### config.mk
export PLATFORM = sky130hd
export DESIGN_NAME = ipv4_dotted_text_parser
export DESIGN_NICKNAME = d
export VERILOG_FILES = /design/src/sv/idp_pkg.sv /design/src/sv/ipv4_dotted_text_parser.sv /design/src/sv/idp_front.sv /design/src/sv/idp_queue.sv /design/src/sv/idp_back.sv
export VERILOG_INCLUDE_DIRS = /design/src /design/src/sv
export SDC_FILE = /design/constraint.sdc
export NUM_CORES = 1
export LEC_CHECK = 0
export BUFFER_PORTS_ARGS = -buffer_cell sky130_fd_sc_hd__buf_2
export CAP_MARGIN = 25
export CORE_UTILIZATION = 48
export CTS_BUF_LIST = sky130_fd_sc_hd__clkbuf_8
export DETAILED_ROUTE_END_ITERATION = 12
export PLACE_DENSITY_LB_ADDON = 0.12
export SETUP_SLACK_MARGIN = 0.2
export SLEW_MARGIN = 15
export SYNTH_ARGS = -nofsm -noshare
export SYNTH_HDL_FRONTEND = slang
export SYNTH_HIERARCHICAL = 1
export SYNTH_SLANG_ARGS = --single-unit
export TNS_END_PERCENT = 5
### constraint.sdc
create_clock -name clk -period 9.3 [get_ports clk]
set_clock_uncertainty 0.2 [all_clocks]
set_input_delay 1.395 -clock clk [delete_from_list [all_inputs] [get_ports clk]]
set_output_delay 1.395 -clock clk [all_outputs]
set_load 0.01 [all_outputs]
### src/sv/ipv4_dotted_text_parser_assert.svh
// ----------------------------------------------------------------------------
// ipv4 dotted text parser assertion macros
// immediate-implication and next-cycle forms of a clocked property
// ----------------------------------------------------------------------------
`ifndef IPV4_DOTTED_TEXT_PARSER_ASSERT_SVH
`define IPV4_DOTTED_TEXT_PARSER_ASSERT_SVH
`ifndef NO_ASSERTIONS
// antecedent implies consequent in the same cycle
`define IDP_ASSERT_NOW(label, clk, rst_n, ante, cons) \
	label: assert property (@(posedge clk) disable iff (!rst_n) (ante) |-> (cons)) \
		else $error("idp assertion failed");
// antecedent implies consequent in the next cycle
`define IDP_ASSERT_NEXT(label, clk, rst_n, ante, cons) \
	label: assert property (@(posedge clk) disable iff (!rst_n) (ante) |=> (cons)) \
		else $error("idp assertion failed");
`else
`define IDP_ASSERT_NOW(label, clk, rst_n, ante, cons)
`define IDP_ASSERT_NEXT(label, clk, rst_n, ante, cons)
`endif
`endif

### src/sv/idp_pkg.sv
`timescale 1ns / 1ps
`default_nettype none
// ----------------------------------------------------------------------------
// idp_pkg
// shared types and constants of the ipv4 dotted text parser
// ----------------------------------------------------------------------------
package idp_pkg;

	// characters looked at per text, rest ignored (15..31)
	localparam int MAX_CHARS = 28;
	localparam int CHARS_W   = 5;

	// queue between classifier and parse unit, depth a power of two
	localparam int QUEUE_DEPTH = 4;
	localparam int QUEUE_AW    = $clog2(QUEUE_DEPTH);
	localparam int QUEUE_CW    = QUEUE_AW + 1;

	// input beat
	typedef struct packed {
		logic [7:0] char_code;
		logic       is_last;
	} char_beat_t;

	// output beat
	typedef struct packed {
		logic [31:0] address;
		logic        parse_error;
	} addr_beat_t;

	// character classes
	typedef enum logic [2:0] {
		CH_DEC,
		CH_HEXL,
		CH_X,
		CH_DOT,
		CH_TERM,
		CH_OTHER
	} char_kind_t;

	// classified character as it travels through the queue
	typedef struct packed {
		char_kind_t kind;
		logic [3:0] digit;
		logic       is_last;
	} char_class_t;

	// queue status toward front and back
	typedef struct packed {
		logic full;
		logic not_empty;
	} queue_status_t;

	// parse phase within one part
	typedef enum logic [1:0] {
		PH_START,
		PH_ZERO,
		PH_DIGITS
	} scan_phase_t;

	// radix of the current part
	typedef enum logic [1:0] {
		BASE_DEC,
		BASE_OCT,
		BASE_HEX
	} number_base_t;

endpackage
`default_nettype wire

### src/sv/ipv4_dotted_text_parser.sv
// the last character is queued, then popped into the output register that holds its address beat
// throughput: one character per cycle unless stalled, set by the part update in the parse unit
// a four-entry queue lets the character side run on while the address beat is stalled
// reset: arst_n clears the queue, the parse state and the output valid at once, no clearing pass
`timescale 1ns / 1ps
`default_nettype none
// ----------------------------------------------------------------------------
// ipv4_dotted_text_parser
// top level: character classifier, queue and parse unit
// ----------------------------------------------------------------------------
module ipv4_dotted_text_parser (
	input  wire                 clk,
	input  wire                 arst_n,
	input  wire                 char_valid,
	output logic                char_stall,
	input  idp_pkg::char_beat_t char_data,
	output logic                addr_valid,
	input  wire                 addr_stall,
	output idp_pkg::addr_beat_t addr_data
);
	import idp_pkg::*;

	queue_status_t qstat;
	char_class_t   push_data;
	char_class_t   head;
	logic          push;
	logic          pop;

	// classify incoming beats
	idp_front u_front (
		.char_valid (char_valid),
		.char_stall (char_stall),
		.char_data  (char_data),
		.qstat      (qstat),
		.push       (push),
		.push_data  (push_data)
	);

	// decouple front from parse unit
	idp_queue u_queue (
		.clk       (clk),
		.arst_n    (arst_n),
		.push      (push),
		.push_data (push_data),
		.pop       (pop),
		.head      (head),
		.qstat     (qstat)
	);

	// parse and pack
	idp_back u_back (
		.clk        (clk),
		.arst_n     (arst_n),
		.qstat      (qstat),
		.head       (head),
		.pop        (pop),
		.addr_valid (addr_valid),
		.addr_stall (addr_stall),
		.addr_data  (addr_data)
	);

endmodule
`default_nettype wire

### src/sv/idp_front.sv
`timescale 1ns / 1ps
`default_nettype none
// ----------------------------------------------------------------------------
// idp_front
// accepts text beats and sorts each character into its class
// ----------------------------------------------------------------------------
module idp_front (
	input  wire                    char_valid,
	output logic                   char_stall,
	input  idp_pkg::char_beat_t    char_data,
	input  idp_pkg::queue_status_t qstat,
	output logic                   push,
	output idp_pkg::char_class_t   push_data
);
	import idp_pkg::*;

	localparam logic [7:0] CHR_NUL   = 8'h00;
	localparam logic [7:0] CHR_TAB   = 8'h09;
	localparam logic [7:0] CHR_CR    = 8'h0d;
	localparam logic [7:0] CHR_SPACE = 8'h20;
	localparam logic [7:0] CHR_DOT   = 8'h2e;
	localparam logic [7:0] CHR_D0    = 8'h30;
	localparam logic [7:0] CHR_D9    = 8'h39;
	localparam logic [7:0] CHR_UA    = 8'h41;
	localparam logic [7:0] CHR_UF    = 8'h46;
	localparam logic [7:0] CHR_UX    = 8'h58;
	localparam logic [7:0] CHR_LA    = 8'h61;
	localparam logic [7:0] CHR_LF    = 8'h66;
	localparam logic [7:0] CHR_LX    = 8'h78;

	logic [7:0] c;

	// handshake into the queue
	assign char_stall = qstat.full;
	assign push       = char_valid && !qstat.full;
	assign c          = char_data.char_code;

	// classify the character
	always_comb begin
		push_data.is_last = char_data.is_last;
		push_data.digit   = 4'd0;
		push_data.kind    = CH_OTHER;
		if (c >= CHR_D0 && c <= CHR_D9) begin
			push_data.kind  = CH_DEC;
			push_data.digit = c[3:0];
		end else if ((c >= CHR_LA && c <= CHR_LF) || (c >= CHR_UA && c <= CHR_UF)) begin
			push_data.kind  = CH_HEXL;
			push_data.digit = c[3:0] + 4'd9;
		end else if (c == CHR_LX || c == CHR_UX) begin
			push_data.kind = CH_X;
		end else if (c == CHR_DOT) begin
			push_data.kind = CH_DOT;
		end else if (c == CHR_NUL || c == CHR_SPACE || (c >= CHR_TAB && c <= CHR_CR)) begin
			push_data.kind = CH_TERM;
		end
	end

endmodule
`default_nettype wire

### src/sv/idp_queue.sv
`timescale 1ns / 1ps
`default_nettype none
`include "ipv4_dotted_text_parser_assert.svh"
// ----------------------------------------------------------------------------
// idp_queue
// short fifo of classified characters between front and parse unit
// ----------------------------------------------------------------------------
module idp_queue (
	input  wire                     clk,
	input  wire                     arst_n,
	input  wire                     push,
	input  idp_pkg::char_class_t    push_data,
	input  wire                     pop,
	output idp_pkg::char_class_t    head,
	output idp_pkg::queue_status_t  qstat
);
	import idp_pkg::*;

	char_class_t         mem_q [QUEUE_DEPTH];
	logic [QUEUE_AW-1:0] wr_q;
	logic [QUEUE_AW-1:0] rd_q;
	logic [QUEUE_CW-1:0] cnt_q;

	// pointers and fill count
	always_ff @(posedge clk or negedge arst_n) begin
		if (!arst_n) begin
			wr_q  <= '0;
			rd_q  <= '0;
			cnt_q <= '0;
		end else begin
			if (push)
				wr_q <= wr_q + 1'b1;
			if (pop)
				rd_q <= rd_q + 1'b1;
			if (push && !pop)
				cnt_q <= cnt_q + 1'b1;
			else if (pop && !push)
				cnt_q <= cnt_q - 1'b1;
		end
	end

	// storage
	always_ff @(posedge clk) begin
		if (push)
			mem_q[wr_q] <= push_data;
	end

	assign head            = mem_q[rd_q];
	assign qstat.full      = (cnt_q == QUEUE_CW'(QUEUE_DEPTH));
	assign qstat.not_empty = (cnt_q != '0);

	`IDP_ASSERT_NOW(a_no_push_full, clk, arst_n, push, cnt_q != QUEUE_CW'(QUEUE_DEPTH))
	`IDP_ASSERT_NOW(a_no_pop_empty, clk, arst_n, pop, cnt_q != '0)
	`IDP_ASSERT_NEXT(a_cnt_up, clk, arst_n, push && !pop, cnt_q == $past(cnt_q) + 1'b1)

endmodule
`default_nettype wire

### src/sv/idp_back.sv
`timescale 1ns / 1ps
`default_nettype none
`include "ipv4_dotted_text_parser_assert.svh"
// ----------------------------------------------------------------------------
// idp_back
// parse unit: folds characters into parts, packs the address on the last beat
// ----------------------------------------------------------------------------
module idp_back (
	input  wire                    clk,
	input  wire                    arst_n,
	input  idp_pkg::queue_status_t qstat,
	input  idp_pkg::char_class_t   head,
	output logic                   pop,
	output logic                   addr_valid,
	input  wire                    addr_stall,
	output idp_pkg::addr_beat_t    addr_data
);
	import idp_pkg::*;

	// parse state
	scan_phase_t        phase_q, phase_d, step_phase;
	number_base_t       base_q, base_d, step_base;
	logic [31:0]        value_q, value_d, step_value;
	logic [7:0]         oct_q [3];
	logic [7:0]         oct_d [3];
	logic [7:0]         step_oct [3];
	logic [1:0]         count_q, count_d, step_count;
	logic [CHARS_W-1:0] chars_q, chars_d, step_chars;
	logic               ended_q, ended_d, step_ended;
	logic               failed_q, failed_d, step_failed;

	// output register
	logic       out_valid_q;
	addr_beat_t out_q;
	addr_beat_t result;

	logic         out_free;
	logic         do_digit;
	number_base_t base_eff;
	logic [31:0]  scaled;

	// a last beat needs the output register, others flow freely
	assign out_free = !out_valid_q || !addr_stall;
	assign pop      = qstat.not_empty && (!head.is_last || out_free);

	// effect of one character on the parse state
	always_comb begin
		step_phase  = phase_q;
		step_base   = base_q;
		step_value  = value_q;
		step_oct    = oct_q;
		step_count  = count_q;
		step_chars  = chars_q;
		step_ended  = ended_q;
		step_failed = failed_q;
		do_digit    = 1'b1;
		base_eff    = base_q;
		scaled      = '0;
		if (!ended_q && !failed_q) begin
			if (chars_q < CHARS_W'(MAX_CHARS)) begin
				step_chars = chars_q + 1'b1;
				// prefix handling
				unique case (phase_q)
					PH_START: begin
						if (head.kind == CH_DEC && head.digit == 4'd0) begin
							step_phase = PH_ZERO;
							do_digit   = 1'b0;
						end else begin
							base_eff   = BASE_DEC;
							step_phase = PH_DIGITS;
						end
					end
					PH_ZERO: begin
						step_phase = PH_DIGITS;
						if (head.kind == CH_X) begin
							step_base = BASE_HEX;
							do_digit  = 1'b0;
						end else begin
							base_eff = BASE_OCT;
						end
					end
					default: ;
				endcase
				// digit, separator or terminator
				if (do_digit) begin
					step_base = base_eff;
					unique case (base_eff)
						BASE_HEX: scaled = {value_q[27:0], 4'b0};
						BASE_OCT: scaled = {value_q[28:0], 3'b0};
						default:  scaled = {value_q[28:0], 3'b0} + {value_q[30:0], 1'b0};
					endcase
					unique case (head.kind)
						CH_DEC: begin
							step_value = scaled + {28'd0, head.digit};
						end
						CH_HEXL: begin
							if (base_eff == BASE_HEX)
								step_value = {value_q[27:0], head.digit};
							else
								step_failed = 1'b1;
						end
						CH_DOT: begin
							if (count_q == 2'd3 || |value_q[31:8]) begin
								step_failed = 1'b1;
							end else begin
								step_oct[count_q] = value_q[7:0];
								step_count        = count_q + 1'b1;
								step_value        = '0;
								step_base         = BASE_DEC;
								step_phase        = PH_START;
							end
						end
						CH_TERM: step_ended  = 1'b1;
						default: step_failed = 1'b1;
					endcase
				end
			end else begin
				step_ended = 1'b1;
			end
		end
	end

	// next state: apply the step on a pop, clear after the last beat
	always_comb begin
		phase_d  = phase_q;
		base_d   = base_q;
		value_d  = value_q;
		oct_d    = oct_q;
		count_d  = count_q;
		chars_d  = chars_q;
		ended_d  = ended_q;
		failed_d = failed_q;
		if (pop) begin
			if (head.is_last) begin
				phase_d  = PH_START;
				base_d   = BASE_DEC;
				value_d  = '0;
				oct_d    = '{default: 8'd0};
				count_d  = '0;
				chars_d  = '0;
				ended_d  = 1'b0;
				failed_d = 1'b0;
			end else begin
				phase_d  = step_phase;
				base_d   = step_base;
				value_d  = step_value;
				oct_d    = step_oct;
				count_d  = step_count;
				chars_d  = step_chars;
				ended_d  = step_ended;
				failed_d = step_failed;
			end
		end
	end

	// pack the parts and range check the final one
	always_comb begin
		logic bad;
		logic [31:0] v;
		bad = step_failed;
		v   = step_value;
		unique case (step_count)
			2'd0: ;
			2'd1: begin
				bad = bad || |step_value[31:24];
				v   = {step_oct[0], step_value[23:0]};
			end
			2'd2: begin
				bad = bad || |step_value[31:16];
				v   = {step_oct[0], step_oct[1], step_value[15:0]};
			end
			default: begin
				bad = bad || |step_value[31:8];
				v   = {step_oct[0], step_oct[1], step_oct[2], step_value[7:0]};
			end
		endcase
		result.address     = bad ? '1 : v;
		result.parse_error = bad;
	end

	// parse state registers
	always_ff @(posedge clk or negedge arst_n) begin
		if (!arst_n) begin
			phase_q  <= PH_START;
			base_q   <= BASE_DEC;
			value_q  <= '0;
			oct_q    <= '{default: 8'd0};
			count_q  <= '0;
			chars_q  <= '0;
			ended_q  <= 1'b0;
			failed_q <= 1'b0;
		end else begin
			phase_q  <= phase_d;
			base_q   <= base_d;
			value_q  <= value_d;
			oct_q    <= oct_d;
			count_q  <= count_d;
			chars_q  <= chars_d;
			ended_q  <= ended_d;
			failed_q <= failed_d;
		end
	end

	// result beat register
	always_ff @(posedge clk or negedge arst_n) begin
		if (!arst_n)
			out_valid_q <= 1'b0;
		else if (pop && head.is_last)
			out_valid_q <= 1'b1;
		else if (!addr_stall)
			out_valid_q <= 1'b0;
	end

	always_ff @(posedge clk) begin
		if (pop && head.is_last)
			out_q <= result;
	end

	assign addr_valid = out_valid_q;
	assign addr_data  = out_q;

	`IDP_ASSERT_NEXT(a_last_gives_beat, clk, arst_n, pop && head.is_last, out_valid_q)
	`IDP_ASSERT_NEXT(a_last_clears, clk, arst_n, pop && head.is_last, chars_q == '0 && !failed_q && count_q == '0)
	`IDP_ASSERT_NOW(a_err_all_ones, clk, arst_n, out_valid_q && out_q.parse_error, out_q.address == '1)
	`IDP_ASSERT_NOW(a_chars_bound, clk, arst_n, 1'b1, chars_q <= CHARS_W'(MAX_CHARS))

endmodule
`default_nettype wire

Word level (Yosys, flattened, before mapping) --
Memories as Yosys holds them, arrays and structs flattened. Index checks and enable logic that the tools add are counted.
Cells by class: $add $sub $neg 9, div/mod/pow operators 0, $mul 0, muxes and demuxes 81, eq/ne operators 18, reduce and logical (&&, ||, !) cells 49, order comparisons 11, shifts and indexed selects 0, bitwise gates (word level) 1
Operators with widths (count):
- $mux W32 | 9
- $pmux W32 S3 | 2
- $mux W24 | 6
- $pmux W32 S2 | 1
- $mux W2 | 25
- $reduce_or A24 Y1 | 2
- $add A32 B32 Y32 | 1
- $add A32 B4 Y32 | 1
- $bwmux W24 | 1
- $mux W1 | 20
- $demux W8 S2 | 1
- $eq A8 B6 Y1 const B | 2
- $eq A8 B7 Y1 const B | 2
- $ge A8 B7 Y1 const B | 2
- $le A8 B7 Y1 const B | 2
- $reduce_or A16 Y1 | 1
- $mux W3 | 5
- $mux W5 | 3
- $logic_and A1 B1 Y1 | 12
- $logic_or A1 B1 Y1 | 10
- $reduce_bool A3 Y1 | 3
- $ge A8 B4 Y1 const B | 1
- $ge A8 B6 Y1 const B | 1
- $le A8 B4 Y1 const B | 1
- 34 further kinds | 55
Storage, ports and cells: memories 1, latch bits 0, RAM bits 32, ROM bits 0, flip-flop bits (word level) 110, logic and storage cells 186, output and inout bits 35
Memories:
- u_queue.mem_q | depth 4, width 8, read ports 1, clocked after Yosys merged registers in 0, write ports 1, line idp_queue.sv:19 | char_class_t mem_q [QUEUE_DEPTH];

Longest topological paths before layout --
An unclocked memory read counts as a cell.
depth in word-level cells 20, gate-level depth with buffers 36

Hierarchy --
Netlist, hierarchy kept.
Modules (own cells, without submodules):
- idp_back | area an instance 9577.9 um^2, seq. area each 2742.6 um^2, cells an instance 1210, instances 1
- idp_queue | area an instance 1549.0 um^2, seq. area each 1136.1 um^2, cells an instance 76, instances 1
- idp_front | area an instance 397.9 um^2, seq. area each 0.0 um^2, cells an instance 42, instances 1

Least setup slack after synthesis --
Ideal clock, no wire load.
path type register to register, start point register u_queue.rd_q[0], end point register u_back.out_q (netlist bit u_back/addr_data[26]) (data pin), slack 1280 ps, arrival time 7559 ps, cell stages (with the launch flop) 32, clock period less this slack 8020 ps, path buffers 11, path through dfrtp_1 buf_6 mux4_2 clkbuf_1 nor3_1 clkbuf_1 nand2_1 nor2_1 nor3_1 nor2_1 inv_1 ha_1 buf_2 buf_2 buf_2 buf_1 buf_1 clkbuf_1 clkbuf_1 o21ai_0 ha_1 a21oi_1 or3_1 nor3_2 nand2_1 or4_4 o31a_1 o21ai_2 nand3_1 nor4_4 buf_6 a21oi_2
RTL lines:
- start, declared | line idp_queue.sv:21 | logic [QUEUE_AW-1:0] rd_q;
- start signal, assigned | line idp_queue.sv:34 | rd_q <= rd_q + 1'b1;
- end signal, assigned | line idp_back.sv:216 | out_q <= result;
- end, declared | line idp_back.sv:34 | addr_beat_t out_q;

==> results.txt <==
The category of the worst setup path launch point was a flip-flop. Registers take 3880 um2. Counting flops and latches in the post-synthesis netlist gives 142. The number of I/O pins is 48, and the final cycle utilization of the critical path is 83.6%.

The tightest hold path in the finished design has a slack of 287 ps. For the worst setup path, the data required time is 9290 ps. The number of diodes came out at 0. For the insertion delay of the later-clocked pin in the worst-skew pair, the log shows 460 ps.

Summing the sequential cell areas from Yosys gives 33.7% of the chip area. Setup repair after global routing left no endpoint under its margin. After clock tree synthesis, the clock-pin slew on the worst setup and hold paths is 90 ps. The tools report the source of the critical timing path as u_queue/rd_q[0]. Of all nets on the critical path, the largest fanout is 45. Dividing the detail-routed wire length by the instance count gives 20.4 um. Broken down by cell family, the worst path's largest delay share belongs to simple AND/OR/NAND/NOR gates. Cells with a size suffix above 1 make up 11.7% of the layout.

The logs give 2 for the maximum buffer depth of the clock tree and 23500 um2 for the core outline area. The die covers 24600 um2. The worst hold path terminates at u_back/oct_q[17]. In this run the critical register-to-register path is captured at u_back/addr_data[30]. For this design the ratio of total power to cell area is 305 nW/um2. The max-slew violation count was 0; the total via count after detailed routing was 10622. STA puts the critical path data arrival time at 7760 ps. The worst hold path belongs to the class reg2reg. The tools report the worst min-delay path startpoint as u_back/oct_q[17].

Together, buffers and inverters on the worst path number 5. The run gives 11500 um2 as the summed instance area of the synthesized netlist. The number of resized instances in the post-cts repair step came out at 0. The wire length of the first global-routing pass came out at 53400 um. In the layout the commonest cells are nand2_1, nor2_1, o21ai_0. For the site row count, the log shows 56. The run gives 1396 as the post-synth net total. Summing all placed instances gives a cell area of 11900 um2. The post-synthesis area per instance came out at 8.68 um2. The tools report the overflow left after global routing as 0. For this block, the initial DRC count from the detailed router was 883. The clock tree synthesis step divided the H-tree into 4 levels. The fraction of registers with async set or reset after synthesis is 54.2%, and the maximum number of pins on one net before global-route repair is 71. The via count normalized by instance count was 6.43; the max-capacitance violation count was 0. In this run the post-CTS setup repair buffer count came out at 0. The depth of the worst register-to-register path came out at 26. The initial utilization of the core area, before any placement, comes to 49.0%. The final-report hold violation count is 0, and the count of final setup violators is 0. The layout has 2231 filler cells. The die is 157 um wide. Once layout is complete, the cells apart from fillers number 1652. Multi-input gate area in the final layout: 7110 um2. Hold repair after CTS inserted 0 buffers. The run gives 9724 as the number of global-route vias before repair. The tools report the clock tree root driver cell as clkbuf_8. The run gives 17 as the number of buffers added by the clock tree synthesis step.

The first TritonRoute pass finished after 8 iterations. In this run the tightest slew margin relative to its limit is 37.4%. Summing internal, switching and leakage power gives 3.75 mW. The number of synthesis warnings is 6, and the height of the die is 157 um.

Detailed placement ended at an HPWL of 24500 um. The global routing usage summed across all routing layers is 27.9%, and the total wire length after detailed routing is 33700 um. Most instantiated flip-flop cell in the synthesis netlist: dfrtp_1. The tools report the setup TNS after final layout as 0 ps.

The count of buffers inserted at the top-level ports came out at 47. From synthesis to final layout, the design area changed by 6.70%. The library cell used most frequently in the layout, excluding fill and tap cells, is nand2_1. The post-detailed-route count of antenna-violating nets came out at 0. TritonCTS built the clock tree. The slew of the pin with the lowest slew margin works out to 931 ps. In the final design database the tool counted 1388 nets. Summed over all cells, the static leakage comes to 4.72 nW. The congestion estimate from routability-driven global placement came to 0.924. Post-synthesis cell count: 1328.

The flow ran to the end, and the final reports show no timing, DRC or antenna violations. The clock period could shrink to 7770 ps. For this design, the slowest cell found on the critical path is ha_2. The number of cells on the critical path works out to 26. The startpoint of the worst-slack reg-to-reg timing path is u_queue/rd_q[0].

The category of the worst setup path capture point was a flip-flop. For this design, the sink count on the clock tree is 142. The initial antenna violation count is 0. The critical path in this run is classified as reg2reg. The number of placed instances with taps included came out at 1619. The worst-case IR drop observed on VDD is 294 uV. The worst hold path passes through 2 cells. The largest single stage delay on the critical path is 840 ps. The slack of the worst reg-to-reg path is 1530 ps. The run gives 12300 um2 as the design area. In this run, distinct cell masters in the synthesized netlist total 93.

The remaining routing DRC violations was 0. The achievable clock frequency is 0.129 GHz. Count of flip-flops with a built-in enable after synthesis: 65.
[state kept, by name (all words and copies together), names as in the netlist]
name,cells
u_back/value_q,32
u_back/chars_q,5
u_back/base_q,2
u_back/count_q,2
u_queue/cnt_q,3
u_queue/mem_q,32
u_queue/rd_q,2
u_back/addr_data,33
u_queue/wr_q,2
u_back/phase_q,2
u_back/ended_q,1
u_back/failed_q,1
u_back/oct_q,24
u_back/addr_valid,1
[final cells by class]
| class | instances | area share, % |
|---|---|---|
| multi-input cells | 1062 | 57.8 |
| flip-flops and latches | 142 | 31.5 |
| well taps | 319 | 3.25 |
| repair buffers | 63 | 3.06 |
| clock buffers | 17 | 1.90 |
| clock inverters | 15 | 1.36 |
| inverters | 34 | 1.04 |
[worst max path at each step]
stage	to	slack (ps)
2_1_floorplan	u_back/addr_data[26]	1280
3_3_place_gp	u_back/addr_data[31]	1730
3_5_place_dp	u_back/addr_data[30]	1600
4_1_cts	u_back/addr_data[30]	1580
5_1_grt	u_back/addr_data[30]	810
6_report	u_back/addr_data[30]	1530
[metrics by stage]
step           utilization [%]  setup WS [ps]
4_1_cts                   52.1           1580
5_1_grt                   52.2            811
6_report                  52.2           1530
3_3_place_gp              50.3           1730
3_5_place_dp              50.4           1600
2_1_floorplan                -           1280
[logic make-up after synthesis]
family / count (synthesis) / share of synthesized area (%)
AND/OR/NAND/NOR: 473 / 20.5
XOR/XNOR: 31 / 2.36
adder cells (fa/ha/maj): 55 / 6.17
flip-flops: 142 / 33.7
AO/OA/AOI/OAI: 464 / 28.3
multiplexers: 39 / 4.34
buffers and inverters: 124 / 4.72
[cell usage after synthesis, types with 17 or more instances]
master	instances	area, um2
inv_1	33	124
mux2i_1	23	230
nand4_1	19	119
nor4_1	20	125
a21oi_1	79	395
nand3_1	19	95.1
or3_1	21	131
a22oi_1	35	263
o22ai_1	17	106
dfrtp_1	77	1930
a31oi_1	26	163
o21ai_0	92	460
nand2_1	137	514
edfxtp_1	65	1950
nor2_1	124	465
a21oi_2	20	175
a221oi_1	18	158
nor3_1	42	210
xnor2_1	19	166
clkbuf_1	60	225
a22o_1	31	272
ha_1	52	651
[per-layer routing]
| layer | track usage (%) | part of all wire, % |
|---|---|---|
| met5 | 0 | 0 |
| met4 | 6.72 | 1.5 |
| met3 | 4.32 | 5.6 |
| met2 | 46.3 | 48 |
| met1 | 38.0 | 45 |
[worst register-to-register path, stage by stage, from the launching register on]
cell,delay [ps]
dfrtp_1,690
mux4_2,770
nor3_1,250
buf_4,240
nand2_1,110
nor2_1,110
nor3_1,50
nor2_1,150
inv_1,60
ha_2,840
and2_1,240
ha_1,170
inv_1,60
fa_1,400
inv_1,70
a21oi_1,70
nor3_1,210
nand4_1,190
xor2_1,210
a222oi_1,460
nor3b_1,240
nand4_1,140
o31ai_1,450
o311ai_1,250
nor4_4,280
buf_4,450
a31oi_1,180
[report_power, final]
part           total [mW]  switching [mW]  leakage [nW]  internal (mW)
combinational        2.16            1.42          2.83          0.735
sequential           1.08           0.143          1.69          0.934
clock               0.510           0.284         0.199          0.226
total                3.75            1.85          4.72           1.89
Power figures use the tool's default switching activity.
